[src/hdl/msfsm_pkg.sv]
package msfsm_pkg;

  localparam int FAULT_W = 16;
  localparam int WAIT_W  = 16;
  localparam int TICK_W  = 17;

  localparam logic [WAIT_W-1:0] INIT_WAIT_RESET = 16'd1000;

  // Fault flag bit positions
  localparam int FLAG_SENSOR   = 0;
  localparam int FLAG_INIT     = 1;
  localparam int FLAG_OVERHEAT = 2;

  // Event kinds
  localparam logic [2:0] MODE_TICK     = 3'd0;
  localparam logic [2:0] MODE_FAULT    = 3'd1;
  localparam logic [2:0] MODE_PHASE    = 3'd2;
  localparam logic [2:0] MODE_DIR      = 3'd3;
  localparam logic [2:0] MODE_FEEDBACK = 3'd4;
  localparam logic [2:0] MODE_OPEN_REQ = 3'd5;
  localparam logic [2:0] MODE_CAL_REQ  = 3'd6;

  // Phase drive codes
  localparam logic [1:0] DRV_Z   = 2'd0;
  localparam logic [1:0] DRV_V0  = 2'd1;
  localparam logic [1:0] DRV_PWM = 2'd2;

  // Direction codes
  localparam logic [1:0] DIR_NULL = 2'd0;

  typedef enum logic [2:0] {
    ST_INIT         = 3'd0,
    ST_DISABLED     = 3'd1,
    ST_PASSIVE      = 3'd2,
    ST_RUN          = 3'd3,
    ST_INTERVENTION = 3'd4,
    ST_OPEN_LOOP    = 3'd5,
    ST_CALIBRATION  = 3'd6,
    ST_FAULT        = 3'd7
  } state_t;

  typedef struct packed {
    logic [2:0]         mode;
    logic [3:0]         value;
    logic [FAULT_W-1:0] fault_set;
    logic [FAULT_W-1:0] fault_clear;
    logic               speed_zero;
    logic               freewheel_range;
    logic               feedback_ok;
    logic               phase_cal_ok;
    logic               config_ok;
    logic               sensor_cal_ok;
  } in_item_t;

  typedef struct packed {
    logic [2:0]         cur_state;
    logic [1:0]         phase_drive;
    logic [1:0]         dir_now;
    logic [3:0]         fb_mode_now;
    logic [FAULT_W-1:0] faults_now;
    logic               changed;
  } out_item_t;

endpackage

[src/hdl/msfsm_in_reg.sv]
module msfsm_in_reg (
  input  logic                clk,
  input  logic                rst_n,
  input  logic                in_valid,
  output logic                in_ready,
  input  msfsm_pkg::in_item_t in_data,
  input  logic                advance,
  output logic                q_valid,
  output msfsm_pkg::in_item_t q_data
);

  logic                q_valid_r;
  logic                q_valid_nxt;
  msfsm_pkg::in_item_t q_data_r;

  // Take a new transaction when empty or when the held one moves on.
  assign in_ready = !q_valid_r || advance;

  always_comb begin
    q_valid_nxt = q_valid_r;
    if (in_ready) begin
      q_valid_nxt = in_valid;
    end
  end

  always_ff @(posedge clk) begin
    if (!rst_n) begin
      q_valid_r <= 1'b0;
    end else begin
      q_valid_r <= q_valid_nxt;
    end
  end

  always_ff @(posedge clk) begin
    if (in_ready && in_valid) begin
      q_data_r <= in_data;
    end
  end

  assign q_valid = q_valid_r;
  assign q_data  = q_data_r;

endmodule

[src/hdl/msfsm_core.sv]
module msfsm_core #(
  parameter int FAULT_BITS = 16
) (
  input  logic                             clk,
  input  logic                             rst_n,
  input  logic                             cfg_we,
  input  logic [msfsm_pkg::WAIT_W-1:0]     cfg_wait,
  input  logic                             fire,
  input  msfsm_pkg::in_item_t              item,
  output msfsm_pkg::out_item_t             result
);

  localparam logic [msfsm_pkg::FAULT_W-1:0] FAULT_MASK =
    (FAULT_BITS >= msfsm_pkg::FAULT_W) ? {msfsm_pkg::FAULT_W{1'b1}} :
    msfsm_pkg::FAULT_W'((64'd1 << FAULT_BITS) - 64'd1);

  msfsm_pkg::state_t               state_r, state_nxt, target;
  logic                            enter;
  logic [1:0]                      drive_r, drive_nxt;
  logic [1:0]                      dir_r, dir_nxt;
  logic [3:0]                      fb_r, fb_nxt;
  logic [msfsm_pkg::FAULT_W-1:0]   fault_r, fault_nxt, f_tmp;
  logic [msfsm_pkg::TICK_W-1:0]    ticks_r, ticks_nxt, ticks_inc;
  logic [msfsm_pkg::WAIT_W-1:0]    wait_r;
  logic                            init_done;
  logic                            is_tick, is_fault, is_phase, is_dir, is_fb;
  logic                            is_open, is_cal, val_le1, val_le2, val_zero;

  assign is_tick  = item.mode == msfsm_pkg::MODE_TICK;
  assign is_fault = item.mode == msfsm_pkg::MODE_FAULT;
  assign is_phase = item.mode == msfsm_pkg::MODE_PHASE;
  assign is_dir   = item.mode == msfsm_pkg::MODE_DIR;
  assign is_fb    = item.mode == msfsm_pkg::MODE_FEEDBACK;
  assign is_open  = item.mode == msfsm_pkg::MODE_OPEN_REQ;
  assign is_cal   = item.mode == msfsm_pkg::MODE_CAL_REQ;
  assign val_zero = item.value == 4'd0;
  assign val_le1  = item.value inside {[4'd0:4'd1]};
  assign val_le2  = item.value inside {[4'd0:4'd2]};

  // Saturating init counter.
  assign ticks_inc = (&ticks_r) ? ticks_r : ticks_r + msfsm_pkg::TICK_W'(1);
  assign init_done = ticks_inc > {1'b0, wait_r};

  // Fault flag update.
  always_comb begin
    f_tmp     = fault_r;
    fault_nxt = fault_r;
    case (state_r)
      msfsm_pkg::ST_INIT: begin
        if (is_tick && init_done) begin
          if (!item.phase_cal_ok || !item.config_ok) begin
            f_tmp[msfsm_pkg::FLAG_INIT] = 1'b1;
          end
          f_tmp[msfsm_pkg::FLAG_SENSOR]   = !item.sensor_cal_ok;
          f_tmp[msfsm_pkg::FLAG_OVERHEAT] = 1'b0;
          fault_nxt = f_tmp & FAULT_MASK;
        end
      end
      msfsm_pkg::ST_FAULT: begin
        if (is_fault) begin
          f_tmp = fault_r | item.fault_set;
          if (item.fault_clear != '0) begin
            f_tmp = f_tmp & ~item.fault_clear;
            f_tmp[msfsm_pkg::FLAG_OVERHEAT] = 1'b0;
          end
          fault_nxt = f_tmp & FAULT_MASK;
        end
      end
      default: begin
        if (is_fault) begin
          fault_nxt = (fault_r | item.fault_set) & FAULT_MASK;
        end
      end
    endcase
  end

  // Next state.
  always_comb begin
    enter  = 1'b0;
    target = state_r;
    case (state_r)
      msfsm_pkg::ST_INIT: begin
        if (is_tick && init_done) begin
          enter  = 1'b1;
          target = (fault_nxt != '0) ? msfsm_pkg::ST_FAULT : msfsm_pkg::ST_DISABLED;
        end
      end
      msfsm_pkg::ST_DISABLED: begin
        if (is_fault && fault_nxt != '0) begin
          enter = 1'b1; target = msfsm_pkg::ST_FAULT;
        end else if (is_open && item.speed_zero) begin
          enter = 1'b1; target = msfsm_pkg::ST_OPEN_LOOP;
        end else if (is_cal && item.speed_zero) begin
          enter = 1'b1; target = msfsm_pkg::ST_CALIBRATION;
        end
      end
      msfsm_pkg::ST_PASSIVE: begin
        if (is_fault && fault_nxt != '0) begin
          enter = 1'b1; target = msfsm_pkg::ST_FAULT;
        end else if (is_phase && item.value == 4'd2 && dir_r != msfsm_pkg::DIR_NULL &&
                     item.feedback_ok) begin
          enter = 1'b1; target = msfsm_pkg::ST_RUN;
        end else if (is_open && item.speed_zero) begin
          enter = 1'b1; target = msfsm_pkg::ST_OPEN_LOOP;
        end
      end
      msfsm_pkg::ST_RUN: begin
        if (is_fault && fault_nxt != '0) begin
          enter = 1'b1; target = msfsm_pkg::ST_FAULT;
        end else if (is_phase && val_le1) begin
          enter  = 1'b1;
          target = item.freewheel_range ? msfsm_pkg::ST_PASSIVE :
                                          msfsm_pkg::ST_INTERVENTION;
        end
      end
      msfsm_pkg::ST_INTERVENTION: begin
        if (is_fault && fault_nxt != '0) begin
          enter = 1'b1; target = msfsm_pkg::ST_FAULT;
        end else if (is_phase && val_le1 && item.freewheel_range) begin
          enter = 1'b1; target = msfsm_pkg::ST_PASSIVE;
        end else if (is_phase && item.value == 4'd2 && item.feedback_ok) begin
          enter = 1'b1; target = msfsm_pkg::ST_RUN;
        end
      end
      msfsm_pkg::ST_OPEN_LOOP: begin
        if (is_fault && fault_nxt != '0) begin
          enter = 1'b1; target = msfsm_pkg::ST_FAULT;
        end else if (is_phase && val_le1) begin
          enter = 1'b1; target = msfsm_pkg::ST_PASSIVE;
        end else if (is_dir && item.speed_zero && val_zero) begin
          enter = 1'b1; target = msfsm_pkg::ST_PASSIVE;
        end else if (is_open) begin
          enter  = 1'b1;
          target = val_zero ? msfsm_pkg::ST_PASSIVE : msfsm_pkg::ST_OPEN_LOOP;
        end
      end
      msfsm_pkg::ST_CALIBRATION: begin
        if (is_fault && fault_nxt != '0) begin
          enter = 1'b1; target = msfsm_pkg::ST_FAULT;
        end else if (is_cal) begin
          enter  = 1'b1;
          target = val_zero ? msfsm_pkg::ST_PASSIVE : msfsm_pkg::ST_CALIBRATION;
        end
      end
      msfsm_pkg::ST_FAULT: begin
        if (is_fault && fault_nxt == '0) begin
          enter = 1'b1; target = msfsm_pkg::ST_DISABLED;
        end else if (is_cal && !fault_r[msfsm_pkg::FLAG_OVERHEAT]) begin
          enter = 1'b1; target = msfsm_pkg::ST_CALIBRATION;
        end
      end
      default: begin
        enter  = 1'b0;
        target = state_r;
      end
    endcase
    state_nxt = enter ? target : state_r;
  end

  // Drive, direction, feedback mode and counter.
  always_comb begin
    drive_nxt = drive_r;
    dir_nxt   = dir_r;
    fb_nxt    = fb_r;
    ticks_nxt = ticks_r;
    case (state_r)
      msfsm_pkg::ST_INIT: begin
        if (is_tick) begin
          ticks_nxt = ticks_inc;
        end
      end
      msfsm_pkg::ST_DISABLED: begin
        if (is_dir && val_le2) dir_nxt = item.value[1:0];
        if (is_fb) fb_nxt = item.value;
      end
      msfsm_pkg::ST_PASSIVE: begin
        if (is_tick && drive_r == msfsm_pkg::DRV_V0 && item.freewheel_range) begin
          drive_nxt = msfsm_pkg::DRV_Z;
        end
        if (is_phase && val_zero && item.freewheel_range) drive_nxt = msfsm_pkg::DRV_Z;
        if (is_phase && item.value == 4'd1) drive_nxt = msfsm_pkg::DRV_V0;
        if (is_dir && item.speed_zero && val_le2) dir_nxt = item.value[1:0];
        if (is_fb) fb_nxt = item.value;
      end
      msfsm_pkg::ST_RUN, msfsm_pkg::ST_INTERVENTION: begin
        if (is_fb) fb_nxt = item.value;
      end
      msfsm_pkg::ST_OPEN_LOOP: begin
        if (is_dir && item.speed_zero && !val_zero && val_le2) dir_nxt = item.value[1:0];
        if (is_fb) fb_nxt = item.value;
      end
      msfsm_pkg::ST_CALIBRATION: begin
        if (is_phase && val_zero) drive_nxt = msfsm_pkg::DRV_Z;
        if (is_phase && !val_zero && val_le2) drive_nxt = msfsm_pkg::DRV_V0;
        if (is_dir && item.speed_zero && val_le2) dir_nxt = item.value[1:0];
      end
      default: begin
        drive_nxt = drive_r;
      end
    endcase

    // Entry actions override the in-state effects.
    if (enter) begin
      case (target)
        msfsm_pkg::ST_INIT:        ticks_nxt = '0;
        msfsm_pkg::ST_DISABLED: begin
          drive_nxt = msfsm_pkg::DRV_Z;
          dir_nxt   = msfsm_pkg::DIR_NULL;
        end
        msfsm_pkg::ST_PASSIVE:     drive_nxt = msfsm_pkg::DRV_Z;
        msfsm_pkg::ST_RUN:         drive_nxt = msfsm_pkg::DRV_PWM;
        msfsm_pkg::ST_OPEN_LOOP:   drive_nxt = msfsm_pkg::DRV_V0;
        msfsm_pkg::ST_CALIBRATION: drive_nxt = msfsm_pkg::DRV_V0;
        msfsm_pkg::ST_FAULT:       drive_nxt = msfsm_pkg::DRV_Z;
        default:                   drive_nxt = drive_nxt;
      endcase
    end
  end

  always_ff @(posedge clk) begin
    if (!rst_n) begin
      state_r <= msfsm_pkg::ST_INIT;
      drive_r <= msfsm_pkg::DRV_Z;
      dir_r   <= msfsm_pkg::DIR_NULL;
      fb_r    <= '0;
      fault_r <= '0;
      ticks_r <= '0;
      wait_r  <= msfsm_pkg::INIT_WAIT_RESET;
    end else begin
      if (fire) begin
        state_r <= state_nxt;
        drive_r <= drive_nxt;
        dir_r   <= dir_nxt;
        fb_r    <= fb_nxt;
        fault_r <= fault_nxt;
        ticks_r <= ticks_nxt;
      end
      if (cfg_we) begin
        wait_r <= cfg_wait;
      end
    end
  end

  assign result.cur_state   = state_nxt;
  assign result.phase_drive = drive_nxt;
  assign result.dir_now     = dir_nxt;
  assign result.fb_mode_now = fb_nxt;
  assign result.faults_now  = fault_nxt;
  assign result.changed     = enter;

endmodule

[src/hdl/msfsm_out_reg.sv]
module msfsm_out_reg (
  input  logic                 clk,
  input  logic                 rst_n,
  input  logic                 load,
  input  msfsm_pkg::out_item_t d,
  output logic                 out_valid,
  input  logic                 out_ready,
  output msfsm_pkg::out_item_t out_data,
  output logic                 free
);

  logic                 valid_r, valid_nxt;
  msfsm_pkg::out_item_t data_r;

  // Room for a new result when empty or when the held one leaves now.
  assign free = !valid_r || out_ready;

  always_comb begin
    valid_nxt = valid_r;
    if (free) begin
      valid_nxt = load;
    end
  end

  always_ff @(posedge clk) begin
    if (!rst_n) begin
      valid_r <= 1'b0;
    end else begin
      valid_r <= valid_nxt;
    end
  end

  always_ff @(posedge clk) begin
    if (load) begin
      data_r <= d;
    end
  end

  assign out_valid = valid_r;
  assign out_data  = data_r;

endmodule

[src/hdl/motor_supervisor_fsm.sv]
// Channel | Direction | Handshake             | Payload
// in_     | input     | in_valid / in_ready   | in_data  (msfsm_pkg::in_item_t)
// out_    | output    | out_valid / out_ready | out_data (msfsm_pkg::out_item_t)
// cfg_    | input     | cfg_valid / cfg_ready | cfg_data (init wait ticks)
//
// One transaction per clock sustained while out_ready is high; an accepted item is held
// in the input register until there is room, then the result register loads and out_valid rises.
// The input register feeds one level of transition logic that writes the result register.
// rst_n (synchronous, active low) empties both registers, enters init, sets wait to 1000.
// A stalled out_ready holds the result; one more item waits in the input register,
// after which in_ready drops. cfg_ready is always high.
module motor_supervisor_fsm #(
  parameter int FAULT_BITS = 16
) (
  input  logic                           clk,
  input  logic                           rst_n,
  input  logic                           in_valid,
  output logic                           in_ready,
  input  msfsm_pkg::in_item_t            in_data,
  output logic                           out_valid,
  input  logic                           out_ready,
  output msfsm_pkg::out_item_t           out_data,
  input  logic                           cfg_valid,
  output logic                           cfg_ready,
  input  logic [msfsm_pkg::WAIT_W-1:0]   cfg_data
);

  logic                 q_valid;
  msfsm_pkg::in_item_t  q_data;
  logic                 out_free;
  logic                 advance;
  msfsm_pkg::out_item_t result;

  // Advance the held event into the result register whenever there is room;
  // the supervisor state commits on the same edge.
  assign advance   = q_valid && out_free;
  assign cfg_ready = 1'b1;

  msfsm_in_reg u_in_reg (
    .clk      (clk),
    .rst_n    (rst_n),
    .in_valid (in_valid),
    .in_ready (in_ready),
    .in_data  (in_data),
    .advance  (advance),
    .q_valid  (q_valid),
    .q_data   (q_data)
  );

  msfsm_core #(
    .FAULT_BITS (FAULT_BITS)
  ) u_core (
    .clk      (clk),
    .rst_n    (rst_n),
    .cfg_we   (cfg_valid && cfg_ready),
    .cfg_wait (cfg_data),
    .fire     (advance),
    .item     (q_data),
    .result   (result)
  );

  msfsm_out_reg u_out_reg (
    .clk       (clk),
    .rst_n     (rst_n),
    .load      (advance),
    .d         (result),
    .out_valid (out_valid),
    .out_ready (out_ready),
    .out_data  (out_data),
    .free      (out_free)
  );

endmodule

[config.mk]
export PLATFORM = sky130hd
export DESIGN_NAME = motor_supervisor_fsm
export DESIGN_NICKNAME = d
export VERILOG_FILES = /design/src/hdl/msfsm_pkg.sv /design/src/hdl/msfsm_in_reg.sv /design/src/hdl/msfsm_core.sv /design/src/hdl/msfsm_out_reg.sv /design/src/hdl/motor_supervisor_fsm.sv
export SDC_FILE = /design/constraint.sdc
export NUM_CORES = 1
export LEC_CHECK = 0
export BUFFER_PORTS_ARGS = -buffer_cell sky130_fd_sc_hd__buf_2
export CAP_MARGIN = 20
export CELL_PAD_IN_SITES_DETAIL_PLACEMENT = 1
export CELL_PAD_IN_SITES_GLOBAL_PLACEMENT = 2
export CORE_UTILIZATION = 30
export CTS_CLUSTER_SIZE = 25
export DETAILED_ROUTE_END_ITERATION = 8
export PLACE_DENSITY = 0.73
export SETUP_SLACK_MARGIN = 0.05
export SYNTH_ARGS = -nofsm -noshare
export SYNTH_HDL_FRONTEND = slang
export SYNTH_SLANG_ARGS = --single-unit
[constraint.sdc]
create_clock -name clk -period 6 [get_ports clk]
set_clock_uncertainty 0.05 [all_clocks]
set_input_delay 1.2 -clock clk [delete_from_list [all_inputs] [get_ports clk]]
set_output_delay 1.2 -clock clk [all_outputs]
set_load 0.005 [all_outputs]
==> key figures <==
Routing
  – Post-route DRC: 0
  – ANT nets after route: 0
  – Initial DRC Count: 258
  – Post-DR vias/cell: 5.08
  – WL/cell: around 18 microns
  – Pre-antenna DRT Iters: 4
  – Via count: between 5k and 6k
  – Routed WL: 18400 microns

Run
  – MaxCap Viol Count: 0

Worst hold path
  – Min-delay src: u_core.fault_r[6]
  – Hold Path Depth: 2
  – Hold Crit Class: reg2reg
  – Hold endpoint: u_core.fault_r[6]

STA
  – RSZ-0062 raised after global routing: no
  – Final Critical Period: 5.35 ns
  – Setup ws final: between 0.6 and 0.7 ns
  – Final Cycle Share: 0.891
  – Relative slew margins: 0.296
  – Max frequency: 187 MHz
  – Final count of hold timing violations: 0
  – Setup Viol. Count Final: 0
  – Setup TNS: 0 ns
  – Slew of the pin with the lowest slew margin: about 1.1 ns
  – Max-slew violations: 0

Layout
  – Final std cells w/o fill: 1036
  – Final core utilization: 0.371
  – Commonest non-fill, non-tap cell in the layout: buf_2
  – Synthesis-to-finish area growth: 19.8%
  – Layout Nets: 831
  – Layout cells sized above 1: 0.209
  – Filler cells: approximately 2.5k
  – FF/Latch Area: about 0.0034 sq mm
  – Leading cell types in the layout, fill and taps excluded: buf_2 (95), nand2_1 (82), edfxtp_1 (73)
  – Area of the multi-input gates: 0.00295 sq mm
  – ANT cells: 0

Logic synthesis
  – Gate Count Post-Synth: about 670
  – Ys Warns: 0
  – Ys async rst share: 0
  – Post-synth top flop: edfxtp_1
  – Post-synth net total: ~750
  – Register area share after synthesis: 0.519
  – Mapped cell area: 0.00662 sq mm
  – Post-synth EDFFs: 73
  – Mean post-synth cell area: 9.94 sq um
  – Flops & latches, synth: 135
  – Post-synthesis cell type count: 66

Placement
  – Final HPWL DP: between 10000 and 15000 microns
  – Placed cells: 1004
  – Setup WS pre-CTS: 0.469 ns
  – Port Buffers: 95
  – Placer Congestion: roughly 0.84

GRT
  – Number of global-route vias before repair: 5646
  – Initial antenna violation count: 0
  – First-pass GRT wire length: 29400 microns
  – Largest net degree at the start of global routing: 64
  – GR Overflow Total: 0
  – Gr usage total: 0.170

Clock tree
  – CTS Hold Bufs: 0
  – Clk_lat worst skew: about 0.43 ns
  – Htree depth: 4
  – Reg clk slew, reported paths: 0.07 ns
  – CTS buffer count: 17
  – CTS tree: yes
  – Clock Sinks: 135
  – Clk root buf: clkbuf_16
  – Post-CTS Setup Bufs: 0
  – Clk buf depth: 2

Setup path
  – Flop2flop setup slack: 0.65 ns
  – Worst setup SP type: flop
  – Slowest CP cell: a21oi_1
  – Sum of buffers and inverters on the critical path: 1
  – Crit. End Element: flop
  – Max incr delay on CP: 0.45 ns
  – CP required: 6.12 ns
  – Worst Path Max Fanout: 8
  – Crit path DAT: 5.47 ns
  – Reg2Reg Depth: 22
  – Reg2reg end: u_out_reg.out_data[23]
  – Crit Path Class: reg2reg
  – CP delay by family, top: simple AND/OR/NAND/NOR gates
  – Worst-path cell chain: ha_1 > nand4_1 > nor4_2 > nand2_1 > nand4_1 > nor2_1 > nand3_1 > nor2_1 > xor2_1 > ha_1 > a21o_1 > a221o_1 > a31oi_1 > nand3_1 > a21oi_1 > nor3_2 > o21ai_0 > o21ai_2 > inv_2 > o21a_1 > nand3b_4 > nand2_1
  – Critical Path Stages: 22
  – Origin of the critical flop-to-flop path: u_core.ticks_r[0]

Power
  – Total power: roughly 2.3 mW
  – Pwr dens: 289 mW/mm^2
  – Leakage: 3.05 nW
  – Peak supply drop: roughly 0.0002 V

Outcome
  – Status: finished, final reports clean

Floorplan
  – Die Ht: 151 microns
  – Core Area: around 0.021 sq mm
  – FP Rows: 53
  – Num ports: just under 100
  – Chip width: between 150 and 200 microns
  – Area of the die: 0.0227 sq mm
  – Initial Utilization: 0.310
[how the worst max path moves through the flow]
| stage | endpoint | slack, ns | from |
|---|---|---|---|
| after floorplan | u_out_reg.out_data[23] | 1.31 | u_core.ticks_r[0] |
| after global placement | u_out_reg.out_data[21] | 0.82 | u_core.ticks_r[0] |
| after detailed placement | u_out_reg.out_data[22] | 0.47 | u_core.ticks_r[0] |
| after CTS | u_out_reg.out_data[22] | 0.41 | u_core.ticks_r[0] |
| after global routing | u_out_reg.out_data[23] | 0.11 | u_core.ticks_r[0] |
| final | u_out_reg.out_data[23] | 0.65 | u_core.ticks_r[0] |
[cell usage after synthesis (all sizes together), types with 5 or more instances]
cell	n	share of area
and3	10	0.0095
and2	17	0.016
edfxtp	73	0.33
o211ai	12	0.014
nand2b	6	0.0057
nand3	18	0.014
xnor2	20	0.026
mux2	5	0.0085
o21ai	31	0.025
ha	17	0.032
nand2	82	0.047
nor2b	17	0.016
nor3	10	0.0083
inv	23	0.013
a21oi	33	0.025
or3	8	0.0076
clkbuf	29	0.016
a21boi	19	0.022
nand4	11	0.010
mux2i	10	0.015
nor4	6	0.0057
xor2	6	0.0079
nor3b	10	0.011
a31oi	25	0.025
nor2	46	0.028
buf	9	0.0079
dfxtp	62	0.19
[routing by layer]
layer | up-vias | GRT usage | wire length, microns
met5 | - | 0 | 0
met4 | 0 | 0.0657 | 307
met3 | 18 | 0.0303 | 634
met2 | 92 | 0.280 | 8730
met1 | 2567 | 0.220 | 8740
li1 | 2586 | - | -
[repair_timing]
| item | 4_1_cts | 5_1_grt |
|---|---|---|
| endpoints found under the setup margin | 0 | 8 |
| resized for setup | 0 | 1 |
| endpoints found under the hold margin | 0 | 0 |
[state kept, by name (all words and copies together), names as in the netlist]
register	count
u_in_reg.q_data	45
u_out_reg.out_data	28
u_core.ticks_r	17
u_core.fault_r	16
u_core.wait_r	16
u_core.fb_r	4
u_core.state_r	3
u_core.dir_r	2
u_core.drive_r	2
u_in_reg.q_valid	1
u_out_reg.out_valid	1
[stage by stage]
step | hold WS (ns) | area [sq um]
5_1_grt | 0.456 | 7930
3_3_place_gp | 0.402 | 7330
6_report | 0.420 | 7930
3_5_place_dp | 0.414 | 7330
2_1_floorplan | 0.393 | 6620
4_1_cts | 0.425 | 7920
[kinds of logic after synthesis]
logic type,synth area share
muxes,0.0236
adders and majority gates,0.0321
DFF,0.519
xor gates and xnor gates,0.0344
and+or+nand+nor,0.197
buffers and inverters,0.0380
other,0.000567
AOI/OAI and AO/OA,0.156
[power breakdown]
| part | internal (mW) | leakage (nW) | switching, mW |
|---|---|---|---|
| sequential | 1.02 | 1.21 | 0.0313 |
| combinational | 0.0724 | 1.55 | 0.109 |
| clock | 0.602 | 0.288 | 0.461 |
| total | 1.69 | 3.05 | 0.601 |
[tightest hold or removal path: stages (launching register included)]
cell and delay (ns):
dfxtp_1 0.31, nand2_1 0.05, a21boi_0 0.06
[layout make-up]
class,instances,share of cell area
Clock buffer,18,0.0554
Clock inverter,14,0.0194
Tap cell,275,0.0434
Inverter,24,0.0114
Multi-Input combinational cell,469,0.372
Sequential cell,135,0.433
Timing Repair Buffer,101,0.0657
Power figures use the tool's default switching activity.
